--- config.mk ---
export PLATFORM = sky130hd
export DESIGN_NAME = utf16_to_utf8_transcoder
export DESIGN_NICKNAME = d
export VERILOG_FILES = /design/src/rtl/core/utt_pkg.sv /design/src/rtl/core/utt_front.sv /design/src/rtl/core/utt_fifo.sv /design/src/rtl/core/utt_back.sv /design/src/rtl/core/utf16_to_utf8_transcoder.sv
export SDC_FILE = /design/constraint.sdc
export NUM_CORES = 1
export LEC_CHECK = 0
export ABC_AREA = 1
export BUFFER_PORTS_ARGS = -buffer_cell sky130_fd_sc_hd__clkbuf_2
export CORE_MARGIN = 4
export CORE_UTILIZATION = 41
export DETAILED_ROUTE_END_ITERATION = 10
export GPL_TIMING_DRIVEN = 0
export PLACE_DENSITY_LB_ADDON = 0.15
export REMOVE_ABC_BUFFERS = 1
export SYNTH_ARGS = -nofsm -noshare
export SYNTH_HDL_FRONTEND = slang
export SYNTH_HIERARCHICAL = 1
export SYNTH_SLANG_ARGS = --single-unit
--- constraint.sdc ---
create_clock -name aclk -period 7.2 [get_ports aclk]
set_input_delay 1.08 -clock aclk [delete_from_list [all_inputs] [get_ports aclk]]
set_output_delay 1.08 -clock aclk [all_outputs]
set_load 0.005 [all_outputs]
--- src/rtl/core/utt_pkg.sv ---
// Shared types, constants and helpers for the UTF-16 to UTF-8 transcoder.
// Used by utt_front, utt_fifo, utt_back and utf16_to_utf8_transcoder.
// No dependencies.
package utt_pkg;

    localparam int unsigned MAX_OUTPUT_BYTES = 1024;
    localparam int unsigned CAP_W            = 11;
    localparam int unsigned CP_W             = 21;
    localparam int unsigned LEN_W            = 3;
    localparam int unsigned UNIT_W           = 16;
    localparam int unsigned QUEUE_DEPTH      = 4;
    localparam int unsigned QPTR_W           = $clog2(QUEUE_DEPTH);
    localparam int unsigned QCNT_W           = $clog2(QUEUE_DEPTH + 1);

    localparam logic [CAP_W-1:0] CAP_MAX   = CAP_W'(MAX_OUTPUT_BYTES);
    localparam logic [CAP_W-1:0] CAP_RESET = CAP_W'(128);

    // byte order modes; any other code behaves as detect
    localparam logic [1:0] MODE_DETECT = 2'd0;
    localparam logic [1:0] MODE_BIG    = 2'd1;
    localparam logic [1:0] MODE_LITTLE = 2'd2;

    // configuration register indexes
    localparam logic [1:0] REG_BYTE_ORDER = 2'd0;
    localparam logic [1:0] REG_CAPACITY   = 2'd1;

    // pending operation slots, issued lowest first
    localparam int unsigned OP_PAIR  = 0;
    localparam int unsigned OP_UNIT  = 1;
    localparam int unsigned OP_FLUSH = 2;
    localparam int unsigned OP_TERM  = 3;
    localparam int unsigned OP_N     = 4;

    localparam logic [7:0] BOM_FE = 8'hFE;
    localparam logic [7:0] BOM_FF = 8'hFF;

    localparam logic [UNIT_W-1:0] HIGH_FIRST = 16'hD800;
    localparam logic [UNIT_W-1:0] HIGH_LAST  = 16'hDBFF;
    localparam logic [UNIT_W-1:0] LOW_FIRST  = 16'hDC00;
    localparam logic [UNIT_W-1:0] LOW_LAST   = 16'hDFFF;
    localparam logic [CP_W-1:0]   SUPP_BASE  = 21'h10000;

    localparam logic [7:0] LEAD2 = 8'hC0;
    localparam logic [7:0] LEAD3 = 8'hE0;
    localparam logic [7:0] LEAD4 = 8'hF0;
    localparam logic [7:0] CONT  = 8'h80;

    localparam logic [LEN_W-1:0] LEN1 = 3'd1;
    localparam logic [LEN_W-1:0] LEN2 = 3'd2;
    localparam logic [LEN_W-1:0] LEN3 = 3'd3;
    localparam logic [LEN_W-1:0] LEN4 = 3'd4;

    // one queued code point, or the terminator
    typedef struct packed {
        logic             term;
        logic [LEN_W-1:0] len;
        logic [CP_W-1:0]  cp;
    } entry_t;

    function automatic logic [LEN_W-1:0] utf8_len(input logic [CP_W-1:0] cp);
        logic [LEN_W-1:0] len;
        if (cp < 21'h80) begin
            len = LEN1;
        end else if (cp < 21'h800) begin
            len = LEN2;
        end else if (cp < 21'h10000) begin
            len = LEN3;
        end else begin
            len = LEN4;
        end
        return len;
    endfunction

endpackage

--- src/rtl/core/utt_front.sv ---
// Front end: pairs text bytes into units, handles the byte order mark and
// surrogates, checks output capacity and issues code points to the queue.
// Depends on utt_pkg.
module utt_front (
    input  logic                  aclk,
    input  logic                  aresetn,
    input  logic                  s_tvalid,
    output logic                  s_tready,
    input  logic [7:0]            s_tdata,
    input  logic                  s_tlast,
    input  logic                  cfg_valid,
    output logic                  cfg_ready,
    input  logic [1:0]            cfg_index,
    input  logic [utt_pkg::CAP_W-1:0] cfg_data,
    output logic                  q_push,
    output utt_pkg::entry_t       q_entry,
    input  logic                  q_ready
);

    logic [1:0]                     mode_reg;
    logic [utt_pkg::CAP_W-1:0]      cap_reg;
    logic [7:0]                     held_byte_reg;
    logic                           held_valid_reg;
    logic [utt_pkg::UNIT_W-1:0]     pend_unit_reg;
    logic                           pend_valid_reg;
    logic                           first_unit_reg;
    logic                           be_reg;
    logic [utt_pkg::CAP_W-1:0]      bytes_reg;
    logic [utt_pkg::OP_N-1:0]       ops_reg;
    logic [utt_pkg::CP_W-1:0]       pair_cp_reg;
    logic [utt_pkg::UNIT_W-1:0]     unit_cp_reg;
    logic [utt_pkg::UNIT_W-1:0]     flush_cp_reg;

    logic                           accept;
    logic                           detect;
    logic                           bom_be;
    logic                           bom_le;
    logic                           skip;
    logic                           be_next;
    logic                           be;
    logic                           take;
    logic [utt_pkg::UNIT_W-1:0]     unit;
    logic                           is_high;
    logic                           is_low;
    logic                           pair_ok;
    logic [utt_pkg::CP_W-1:0]       cp_pair;
    logic                           pend_valid_next;
    logic [utt_pkg::UNIT_W-1:0]     pend_unit_next;
    logic [utt_pkg::OP_N-1:0]       ops_new;

    logic [utt_pkg::OP_N-1:0]       sel;
    logic [utt_pkg::OP_N-1:0]       ops_left;
    logic                           issue_fire;
    logic                           is_term;
    logic [utt_pkg::CP_W-1:0]       issue_cp;
    logic [utt_pkg::LEN_W-1:0]      issue_len;
    logic [utt_pkg::CAP_W-1:0]      cap_sat;
    logic [utt_pkg::CAP_W:0]        bytes_sum;
    logic                           fits;

    assign cfg_ready = 1'b1;

    // unit assembly and classification
    assign detect  = (mode_reg != utt_pkg::MODE_BIG) && (mode_reg != utt_pkg::MODE_LITTLE);
    assign bom_be  = first_unit_reg && detect &&
                     (held_byte_reg == utt_pkg::BOM_FE) && (s_tdata == utt_pkg::BOM_FF);
    assign bom_le  = first_unit_reg && detect &&
                     (held_byte_reg == utt_pkg::BOM_FF) && (s_tdata == utt_pkg::BOM_FE);
    assign skip    = held_valid_reg && (bom_be || bom_le);
    assign be_next = (first_unit_reg && detect) ? bom_be : be_reg;
    assign be      = (mode_reg == utt_pkg::MODE_BIG)    ? 1'b1 :
                     (mode_reg == utt_pkg::MODE_LITTLE) ? 1'b0 : be_next;
    assign unit    = be ? {held_byte_reg, s_tdata} : {s_tdata, held_byte_reg};
    assign take    = held_valid_reg && !skip;
    assign is_high = (unit >= utt_pkg::HIGH_FIRST) && (unit <= utt_pkg::HIGH_LAST);
    assign is_low  = (unit >= utt_pkg::LOW_FIRST) && (unit <= utt_pkg::LOW_LAST);
    assign pair_ok = pend_valid_reg && is_low;
    assign cp_pair = pair_ok ?
                     utt_pkg::SUPP_BASE +
                         utt_pkg::CP_W'({pend_unit_reg[9:0], unit[9:0]}) :
                     utt_pkg::CP_W'(pend_unit_reg);

    assign pend_valid_next = take ? (!pair_ok && is_high) : pend_valid_reg;
    assign pend_unit_next  = take ? unit : pend_unit_reg;

    always_comb begin
        ops_new                    = '0;
        ops_new[utt_pkg::OP_PAIR]  = take && pend_valid_reg;
        ops_new[utt_pkg::OP_UNIT]  = take && !pair_ok && !is_high &&
                                     (unit != '0);
        ops_new[utt_pkg::OP_FLUSH] = s_tlast && pend_valid_next;
        ops_new[utt_pkg::OP_TERM]  = s_tlast;
    end

    // issue the lowest pending operation
    assign sel        = ops_reg & (~ops_reg + utt_pkg::OP_N'(1));
    assign issue_fire = (ops_reg != '0) && q_ready;
    assign ops_left   = issue_fire ? (ops_reg & ~sel) : ops_reg;
    assign s_tready   = (ops_left == '0);
    assign accept     = s_tvalid && s_tready;

    always_comb begin
        is_term  = 1'b0;
        issue_cp = '0;
        priority if (sel[utt_pkg::OP_PAIR]) begin
            issue_cp = pair_cp_reg;
        end else if (sel[utt_pkg::OP_UNIT]) begin
            issue_cp = utt_pkg::CP_W'(unit_cp_reg);
        end else if (sel[utt_pkg::OP_FLUSH]) begin
            issue_cp = utt_pkg::CP_W'(flush_cp_reg);
        end else begin
            is_term = 1'b1;
        end
    end

    assign issue_len = utt_pkg::utf8_len(issue_cp);
    assign cap_sat   = (cap_reg > utt_pkg::CAP_MAX) ? utt_pkg::CAP_MAX : cap_reg;
    assign bytes_sum = {1'b0, bytes_reg} + (utt_pkg::CAP_W + 1)'(issue_len);
    assign fits      = bytes_sum < {1'b0, cap_sat};

    assign q_push        = issue_fire && (is_term || fits);
    assign q_entry.term  = is_term;
    assign q_entry.len   = is_term ? utt_pkg::LEN1 : issue_len;
    assign q_entry.cp    = is_term ? '0 : issue_cp;

    always_ff @(posedge aclk) begin
        if (!aresetn) begin
            mode_reg       <= utt_pkg::MODE_DETECT;
            cap_reg        <= utt_pkg::CAP_RESET;
            held_valid_reg <= 1'b0;
            pend_valid_reg <= 1'b0;
            first_unit_reg <= 1'b1;
            be_reg         <= 1'b0;
            bytes_reg      <= '0;
            ops_reg        <= '0;
        end else begin
            if (cfg_valid) begin
                if (cfg_index == utt_pkg::REG_BYTE_ORDER) begin
                    mode_reg <= cfg_data[1:0];
                end else if (cfg_index == utt_pkg::REG_CAPACITY) begin
                    cap_reg <= cfg_data;
                end
            end

            if (issue_fire) begin
                if (is_term) begin
                    bytes_reg <= '0;
                end else if (fits) begin
                    bytes_reg <= bytes_sum[utt_pkg::CAP_W-1:0];
                end
            end

            ops_reg <= accept ? ops_new : ops_left;

            if (accept) begin
                if (s_tlast) begin
                    held_valid_reg <= 1'b0;
                    pend_valid_reg <= 1'b0;
                    first_unit_reg <= 1'b1;
                    be_reg         <= 1'b0;
                end else begin
                    held_valid_reg <= !held_valid_reg;
                    pend_valid_reg <= pend_valid_next;
                    if (held_valid_reg) begin
                        first_unit_reg <= 1'b0;
                        be_reg         <= be_next;
                    end
                end
            end
        end
    end

    always_ff @(posedge aclk) begin
        if (accept) begin
            if (!held_valid_reg) begin
                held_byte_reg <= s_tdata;
            end
            pend_unit_reg <= pend_unit_next;
            pair_cp_reg   <= cp_pair;
            unit_cp_reg   <= unit;
            flush_cp_reg  <= pend_unit_next;
        end
    end

endmodule

--- src/rtl/core/utt_fifo.sv ---
// Short queue of code point entries between the front and back ends.
// Depends on utt_pkg.
module utt_fifo (
    input  logic            aclk,
    input  logic            aresetn,
    input  logic            push,
    input  utt_pkg::entry_t push_entry,
    output logic            push_ready,
    output logic            head_valid,
    output utt_pkg::entry_t head,
    input  logic            pop
);

    utt_pkg::entry_t                mem [utt_pkg::QUEUE_DEPTH];
    logic [utt_pkg::QPTR_W-1:0]     wptr_reg;
    logic [utt_pkg::QPTR_W-1:0]     rptr_reg;
    logic [utt_pkg::QCNT_W-1:0]     count_reg;
    logic                           do_push;
    logic                           do_pop;

    assign push_ready = (count_reg != utt_pkg::QCNT_W'(utt_pkg::QUEUE_DEPTH));
    assign head_valid = (count_reg != '0);
    assign head       = mem[rptr_reg];
    assign do_push    = push && push_ready;
    assign do_pop     = pop && head_valid;

    always_ff @(posedge aclk) begin
        if (!aresetn) begin
            wptr_reg  <= '0;
            rptr_reg  <= '0;
            count_reg <= '0;
        end else begin
            if (do_push) begin
                wptr_reg <= wptr_reg + utt_pkg::QPTR_W'(1);
            end
            if (do_pop) begin
                rptr_reg <= rptr_reg + utt_pkg::QPTR_W'(1);
            end
            if (do_push && !do_pop) begin
                count_reg <= count_reg + utt_pkg::QCNT_W'(1);
            end else if (!do_push && do_pop) begin
                count_reg <= count_reg - utt_pkg::QCNT_W'(1);
            end
        end
    end

    always_ff @(posedge aclk) begin
        if (do_push) begin
            mem[wptr_reg] <= push_entry;
        end
    end

endmodule

--- src/rtl/core/utt_back.sv ---
// Back end: expands queued code points into UTF-8 bytes, one output word
// per cycle unless stalled, via a registered output stage. Uses utt_pkg.
module utt_back (
    input  logic            aclk,
    input  logic            aresetn,
    input  logic            head_valid,
    input  utt_pkg::entry_t head,
    output logic            pop,
    output logic            m_tvalid,
    input  logic            m_tready,
    output logic [7:0]      m_tdata,
    output logic            m_tlast
);

    logic [1:0]                 idx_reg;
    logic                       m_tvalid_reg;
    logic [7:0]                 m_tdata_reg;
    logic                       m_tlast_reg;
    logic                       load;
    logic                       at_end;
    logic [1:0]                 remain;
    logic [7:0]                 lead_byte;
    logic [7:0]                 cont_byte;
    logic [7:0]                 byte_next;

    assign load   = head_valid && (!m_tvalid_reg || m_tready);
    assign remain = 2'(head.len - utt_pkg::LEN1) - idx_reg;
    assign at_end = (remain == 2'd0);
    assign pop    = load && at_end;

    always_comb begin
        unique case (head.len)
            utt_pkg::LEN2: lead_byte = utt_pkg::LEAD2 | {3'b000, head.cp[10:6]};
            utt_pkg::LEN3: lead_byte = utt_pkg::LEAD3 | {4'b0000, head.cp[15:12]};
            utt_pkg::LEN4: lead_byte = utt_pkg::LEAD4 | {5'b00000, head.cp[20:18]};
            default:       lead_byte = head.cp[7:0];
        endcase
    end

    // continuation bytes carry six bits each, most significant first
    always_comb begin
        unique case (remain)
            2'd0:    cont_byte = utt_pkg::CONT | {2'b00, head.cp[5:0]};
            2'd1:    cont_byte = utt_pkg::CONT | {2'b00, head.cp[11:6]};
            default: cont_byte = utt_pkg::CONT | {2'b00, head.cp[17:12]};
        endcase
    end

    assign byte_next = (idx_reg == 2'd0) ? lead_byte : cont_byte;

    always_ff @(posedge aclk) begin
        if (!aresetn) begin
            idx_reg      <= '0;
            m_tvalid_reg <= 1'b0;
        end else begin
            if (load) begin
                m_tvalid_reg <= 1'b1;
                idx_reg      <= at_end ? 2'd0 : idx_reg + 2'd1;
            end else if (m_tready) begin
                m_tvalid_reg <= 1'b0;
            end
        end
    end

    always_ff @(posedge aclk) begin
        if (load) begin
            m_tdata_reg <= head.term ? 8'h00 : byte_next;
            m_tlast_reg <= head.term;
        end
    end

    assign m_tvalid = m_tvalid_reg;
    assign m_tdata  = m_tdata_reg;
    assign m_tlast  = m_tlast_reg;

endmodule

--- src/rtl/core/utf16_to_utf8_transcoder.sv ---
// UTF-16 to UTF-8 transcoder, top level.
// Instantiates utt_front, utt_fifo and utt_back; uses utt_pkg.

// Takes UTF-16 text one raw byte per input word (tlast on the final byte)
// and sends out UTF-8, one byte per output word, closed by a NUL word with
// tlast set. The front end takes one text byte per cycle while the queue has
// room; a byte that issues more than one code point or terminator (a lone
// surrogate followed by another unit, or a final byte that also ends a unit
// or flushes a surrogate) holds s_tready low until each extra issue is made,
// dropped code points included. The back end sends one byte per cycle while
// m_tready is high, so a code point takes as many output words as its UTF-8
// length. A four-entry queue parts the two ends. Register 0 sets the byte
// order (0 detect a mark, little endian without one; 1 big; 2 little),
// register 1 the output capacity in bytes including the NUL; write them
// only while the block is idle.
module utf16_to_utf8_transcoder (
    input  logic                      aclk,
    input  logic                      aresetn,
    input  logic                      s_tvalid,
    output logic                      s_tready,
    input  logic [7:0]                s_tdata,   // text_byte
    input  logic                      s_tlast,
    output logic                      m_tvalid,
    input  logic                      m_tready,
    output logic [7:0]                m_tdata,   // out_byte
    output logic                      m_tlast,
    input  logic                      cfg_valid,
    output logic                      cfg_ready,
    input  logic [1:0]                cfg_index,
    input  logic [utt_pkg::CAP_W-1:0] cfg_data
);

    logic            q_push;
    logic            q_ready;
    utt_pkg::entry_t q_entry;
    logic            head_valid;
    utt_pkg::entry_t head;
    logic            pop;

    utt_front u_front (
        .aclk      (aclk),
        .aresetn   (aresetn),
        .s_tvalid  (s_tvalid),
        .s_tready  (s_tready),
        .s_tdata   (s_tdata),
        .s_tlast   (s_tlast),
        .cfg_valid (cfg_valid),
        .cfg_ready (cfg_ready),
        .cfg_index (cfg_index),
        .cfg_data  (cfg_data),
        .q_push    (q_push),
        .q_entry   (q_entry),
        .q_ready   (q_ready)
    );

    utt_fifo u_fifo (
        .aclk       (aclk),
        .aresetn    (aresetn),
        .push       (q_push),
        .push_entry (q_entry),
        .push_ready (q_ready),
        .head_valid (head_valid),
        .head       (head),
        .pop        (pop)
    );

    utt_back u_back (
        .aclk       (aclk),
        .aresetn    (aresetn),
        .head_valid (head_valid),
        .head       (head),
        .pop        (pop),
        .m_tvalid   (m_tvalid),
        .m_tready   (m_tready),
        .m_tdata    (m_tdata),
        .m_tlast    (m_tlast)
    );

endmodule
==> impl_metrics.tcl, run 1 <==
set metrics [dict create \
    worst_slack_ps 674 \
    final_cells 1412 \
    cts_root_buf "clkbuf_16" \
    grt_pass1_wl_um 34400 \
    grt_max_degree 51 \
    htreeDepth 1 \
    yosysTopAreaCell "edfxtp_1" \
    synth_common_cells "215 x nand2_1, 170 x edfxtp_1, 126 x nor2_1" \
    pin_count 39 \
    start_kind "flip-flop" \
    avgSynthCellArea_sq_um 9.64 \
    routed_wl_um 21100 \
    start_util_pct 41.5 \
    grt-ovfl-total 0 \
    critPathRequiredTime_ps 7610 \
    die_x_um 165 \
    core_area_sq_um 24200 \
    die_height_um 165 \
    pre_cts_ws_ps 97.8 \
    clkLatencyLatePin_ps 510 \
    synth_cells 1044 \
    syn-cell-area_sq_um 10100 \
    ant_nets 0 \
    grt_setup_unrepaired "no" \
    wl_per_cell_um 14.9 \
    yosysTopAreaCellShare_pct 50.7 \
    viasPerCell 4.96 \
    worstMarginPinSlew_ps 1040 \
    firstDrtPassIters 5 \
    crit_type "flip-flop to flip-flop" \
    placed_area_sq_um 10500 \
    crit_arrival_ps 6930 \
    cts_made_buffers 25 \
    clk_pin_slew_ps 60 \
    period_share_pct 90.6 \
    fin_util_pct 46.2 \
    rows 57 \
    layout-drive-gt1-share_pct 10.7 \
    synth_seq_cells 214 \
    synth-edff-count 170 \
    skew_ps 12.1 \
    fmax_mhz 153 \
    stdcell_area_sq_um 11200 \
    cts_tree "yes" \
    dp_hpwl_um 13700 \
    synth_most_common_cell "nand2_1" \
    grt_pass1_vias 6735 \
    async_flop_share_pct 0 \
    fin_crit_ps 6530 \
    power.density_nw_per_um2 324 \
    slew_violations 0 \
    hold_buffers 0 \
    synth-seq-area-share_pct 59.5 \
    gp_congestion 0.836 \
    total_power_uw 3630 \
    cts.sinks 214 \
    end_kind "flip-flop" \
    setup_viol 0 \
    yosys_warnings 6 \
    antenna_found_initial 0 \
    power.leakage_uw 0.00454 \
    track_usage_pct 15.8 \
    relSlewSlack_pct 30.5 \
    run_status "completed" \
    portBuffers 37 \
    hold_path_class "flip-flop to flip-flop" \
    dr.first_iter.drc_count 364 \
    synth_area_leaders "edfxtp_1 51%, dfxtp_1 8.8%, nand2_1 8.0%" \
    final_nets 1126 \
    cap_violations 0 \
    num_vias 7008 \
    dieArea_sq_um 27100 \
    cts.path.max_buffers 3 \
    area_growth_pct 11.3 \
    synthFlopType "edfxtp_1" \
    max_stage_delay_ps 900 \
    dpl.cell_count 1371 \
    cp_max_fo 23 \
    largest_register_ffs 100 \
    drc 0 \
    antennaDiodeCount 0 \
    cp_slowest_cell "dfxtp_1" \
    synth_cell_type_count 44 \
    finalHoldViolations 0 \
    ir_drop_v 0.000194 \
]
==> cell type report <==
class                      instances  area (sq um)
multi-input combinational        668          3420
inverter                         126           475
sequential                       214          5990
timing repair buffer              39           220
clock inverter                     7          32.5
clock buffer                      34           659
fill                            2354         13000
tap                              324           405
==> power breakdown <==
part	internal (uW)	switching, uW
Sequential	1540	60.7
Clock	632	458
Combinational	294	645
==> cells in the final DEF (no fill, tap or decap), drive strengths merged, types with 3 or more instances in the layout <==
cell type / n
o22ai: 28
nor3: 6
nand4: 20
clkbuf: 71
xor2: 10
nand2: 227
nor4: 3
edfxtp: 170
a21oi: 50
mux2: 6
nand3: 62
o21ai: 86
dfxtp: 44
nor2: 132
clkinv: 9
ha: 23
inv: 124
==> path summary, 6_finish.rpt <==
kind,startpoint,end,slack (ps),cells past startpoint
worst min-delay path,u_front/cap_reg[2],u_front/cap_reg[2],470,2
worst max-delay path,u_front/ops_reg[0],u_fifo/count_reg[1],670,32
worst min register to register,u_front/cap_reg[2],u_front/cap_reg[2],470,2
worst max register to register,u_front/ops_reg[0],u_fifo/count_reg[1],670,32
==> logic make-up after synthesis <==
family,after synthesis,synth area share [%]
buf+inv,162,6.91
simple gates,453,19.3
flops,214,59.5
xor+xnor,10,0.870
fa+ha+maj,25,3.26
other cells,1,0.0373
compound gates,173,9.31
mux,6,0.821
==> timing repair <==
item | CTS | global route
gates resized for setup | 0 | 3
setup buffers | 0 | 0
setup endpoints to repair | 0 | 103
==> metrics by stage <==
step | TNS [ps] | hold WS [ps]
after detailed placement | 0 | 468
after floorplan | 0 | 443
after global routing | 0 | 499
after global placement | -91380 | 465
after CTS | 0 | 476
final | 0 | 471
==> worst max-delay path, delay by kind of cell (launching register included) <==
kind	cells	cell delay, ps
xor+xnor	1	160
fa+ha+maj	5	1370
compound gates	5	990
buf+inv	6	710
simple gates	15	2270
flops	1	900
==> layer usage <==
| metal | vias to the layer above | GRT usage, % | part of all wire, % | wire length (um) |
|---|---|---|---|---|
| li1 | 3588 | - | - | - |
| met1 | 3270 | 21.5 | 48 | 10200 |
| met2 | 111 | 25.9 | 46 | 9610 |
| met3 | 39 | 2.55 | 3.5 | 737 |
| met4 | 0 | 5.10 | 2.8 | 596 |
| met5 | - | 0 | 0 | 0 |
Power figures use the tool's default switching activity.
==> run 2: changes to the inputs <==
- PLACE_DENSITY_LB_ADDON: 0.15 -> not set
==> impl_metrics.tcl, run 2 (synthesis results as in run 1) <==
set metrics [dict create \
    fin_crit_ps 6460 \
    switching_power_uw 1170 \
    skew_ps 23.6 \
    dp_hpwl_um 13400 \
    setup_viol 0 \
    gp_congestion 0.800 \
    dr_wl_met3_um 794 \
    crit_type "flip-flop to flip-flop" \
    grt_max_degree 52 \
    power.internal_uw 2610 \
    grt-ovfl-total 0 \
    dieArea_sq_um 27100 \
    dr_wl_met2_um 9540 \
    placed_area_sq_um 10500 \
    antenna_found_initial 0 \
    wl_per_cell_um 14.5 \
    num_vias 7038 \
    largest_register_ffs 100 \
    pin_count 39 \
    power.density_nw_per_um2 334 \
    max_stage_delay_ps 860 \
    relSlewSlack_pct 33.4 \
    clkLatencyLatePin_ps 520 \
    core_area_sq_um 24200 \
    cp_slowest_cell "dfxtp_1" \
    antennaDiodeCount 0 \
    grt_pass1_wl_um 34300 \
    ant_nets 0 \
    drc 0 \
    hold_end "u_front/cap_reg[3]" \
    run_status "completed" \
    r2r_slack_ps 740 \
    cts.path.max_buffers 3 \
    die_height_um 165 \
    final_cells 1413 \
    layout-drive-gt1-share_pct 11.6 \
    fmax_mhz 155 \
    hold_path_class "flip-flop to flip-flop" \
    seqPwrFrac_pct 42.4 \
    period_share_pct 89.8 \
    firstDrtPassIters 5 \
    portBuffers 37 \
    r2r-end "u_fifo/count_reg[1]" \
    dpl.cell_count 1371 \
    ir_drop_v 0.000171 \
    worstMarginPinSlew_ps 997 \
    stdcell_area_sq_um 11300 \
    cp_max_fo 23 \
    cts_root_buf "clkbuf_16" \
    routed_wl_um 20500 \
    timing.rr.start "u_front/ops_reg[0]" \
    clk_pin_slew_ps 60 \
    hold_buffers 0 \
    highest_layer "met4" \
    worstHoldStart "u_front/cap_reg[3]" \
    rows 57 \
    grt_pass1_vias 6812 \
    cts_tree "yes" \
    wl_met1_um 9640 \
    final_common_cell "nand2_1" \
    total_power_uw 3780 \
    area_growth_pct 12.5 \
    dr.first_iter.drc_count 404 \
    cap_violations 0 \
    htreeDepth 1 \
    hold_path_depth 2 \
    power.leakage_uw 0.00461 \
    final_cell_mix "214 x nand2_1, 170 x edfxtp_1, 119 x nor2_1, 115 x inv_1, 70 x o21ai_0" \
    grt_setup_unrepaired "no" \
    die_x_um 165 \
    viasPerCell 4.98 \
    track_usage_pct 15.6 \
    critPathRequiredTime_ps 7590 \
    finalHoldViolations 0 \
    start_kind "flip-flop" \
    slew_violations 0 \
    cts_made_buffers 24 \
    power_frac_comb_pct 24.7 \
    cts.sinks 214 \
    worstRegToRegCells 32 \
    power_frac_clock_pct 32.9 \
    fillers 2297 \
    swShare_pct 31.0 \
    end_kind "flip-flop" \
    crit_arrival_ps 6850 \
    final_nets 1125 \
    start_util_pct 41.5 \
]
==> run 2: changes by cell type in the layout (fill, tap and decap cells not counted), sizes merged <==
| cell | change |
|---|---|
| clkinvlp | +1 |
| clkbuf | -6 |
| bufinv | +4 |
| clkinv | +2 |
==> run 2: routing by layer <==
metal / track usage, % / vias up
met5: 0 / -
met2: 25.6 / 132
met1: 21.6 / 3278
li1: - / 3594
met4: 4.54 / 0
met3: 2.20 / 34
==> run 2: cell type report <==
| cell class | instances | area (sq um) | area share, % |
|---|---|---|---|
| Clock buffer | 28 | 637 | 5.63 |
| Clock inverter | 14 | 170 | 1.50 |
| Inverter | 126 | 475 | 4.20 |
| Multi-Input combinational cell | 668 | 3430 | 30.3 |
| Sequential cell | 214 | 5990 | 52.9 |
| Tap cell | 324 | 405 | 3.58 |
| Timing Repair Buffer | 39 | 220 | 1.95 |
==> run 2: repair_timing <==
action | CTS | global route
resized for setup | 0 | 4
buffers inserted | 0 | 0
endpoints found under the setup margin | 0 | 103
==> run 2: through the flow <==
stage / utilization, % / setup TNS (ps) / setup slack [ps] / hold WS, ps
after floorplan: - / 0 / 1530 / 443
after global placement: 43.0 / -82100 / -872 / 463
after detailed placement: 43.3 / 0 / 49.0 / 463
after CTS: 46.6 / 0 / 1.90 / 473
after global routing: 46.7 / 0 / 45.4 / 499
final: 46.7 / 0 / 737 / 472
==> run 2: how the worst max path moves through the flow <==
stage | startpoint | endpoint | slack [ps] | cells after the start
after floorplan | u_front/ops_reg[0] | u_fifo/mem[0][0] | 1530 | 26
after global placement | u_front/ops_reg[0] | u_fifo/mem[3][19] | -870 | 28
after detailed placement | u_front/ops_reg[0] | u_fifo/count_reg[1] | 50 | 33
after CTS | u_front/ops_reg[0] | u_fifo/count_reg[1] | 2 | 33
after global routing | u_front/ops_reg[0] | u_fifo/count_reg[1] | 50 | 32
final | u_front/ops_reg[0] | u_fifo/count_reg[1] | 740 | 32
==> run 2: worst max-delay path: cells and delay by family (launching register included) <==
family / cells / cell delay (ps)
XOR/XNOR: 1 / 160
AO/OA/AOI/OAI: 5 / 1020
buffers and inverters: 6 / 690
flip-flops: 1 / 860
AND/OR/NAND/NOR: 15 / 2250
adder cells (fa/ha/maj): 5 / 1340
==> run 2: power by group through the flow <==
stage / sequential, uW / combinational [uW] / clock (uW)
after detailed placement: 1630 / 933 / 0
after floorplan: 1630 / 639 / 0
after global routing: 1620 / 1080 / 1340
after CTS: 1600 / 938 / 1280
after global placement: 1650 / 879 / 0
final: 1600 / 933 / 1240
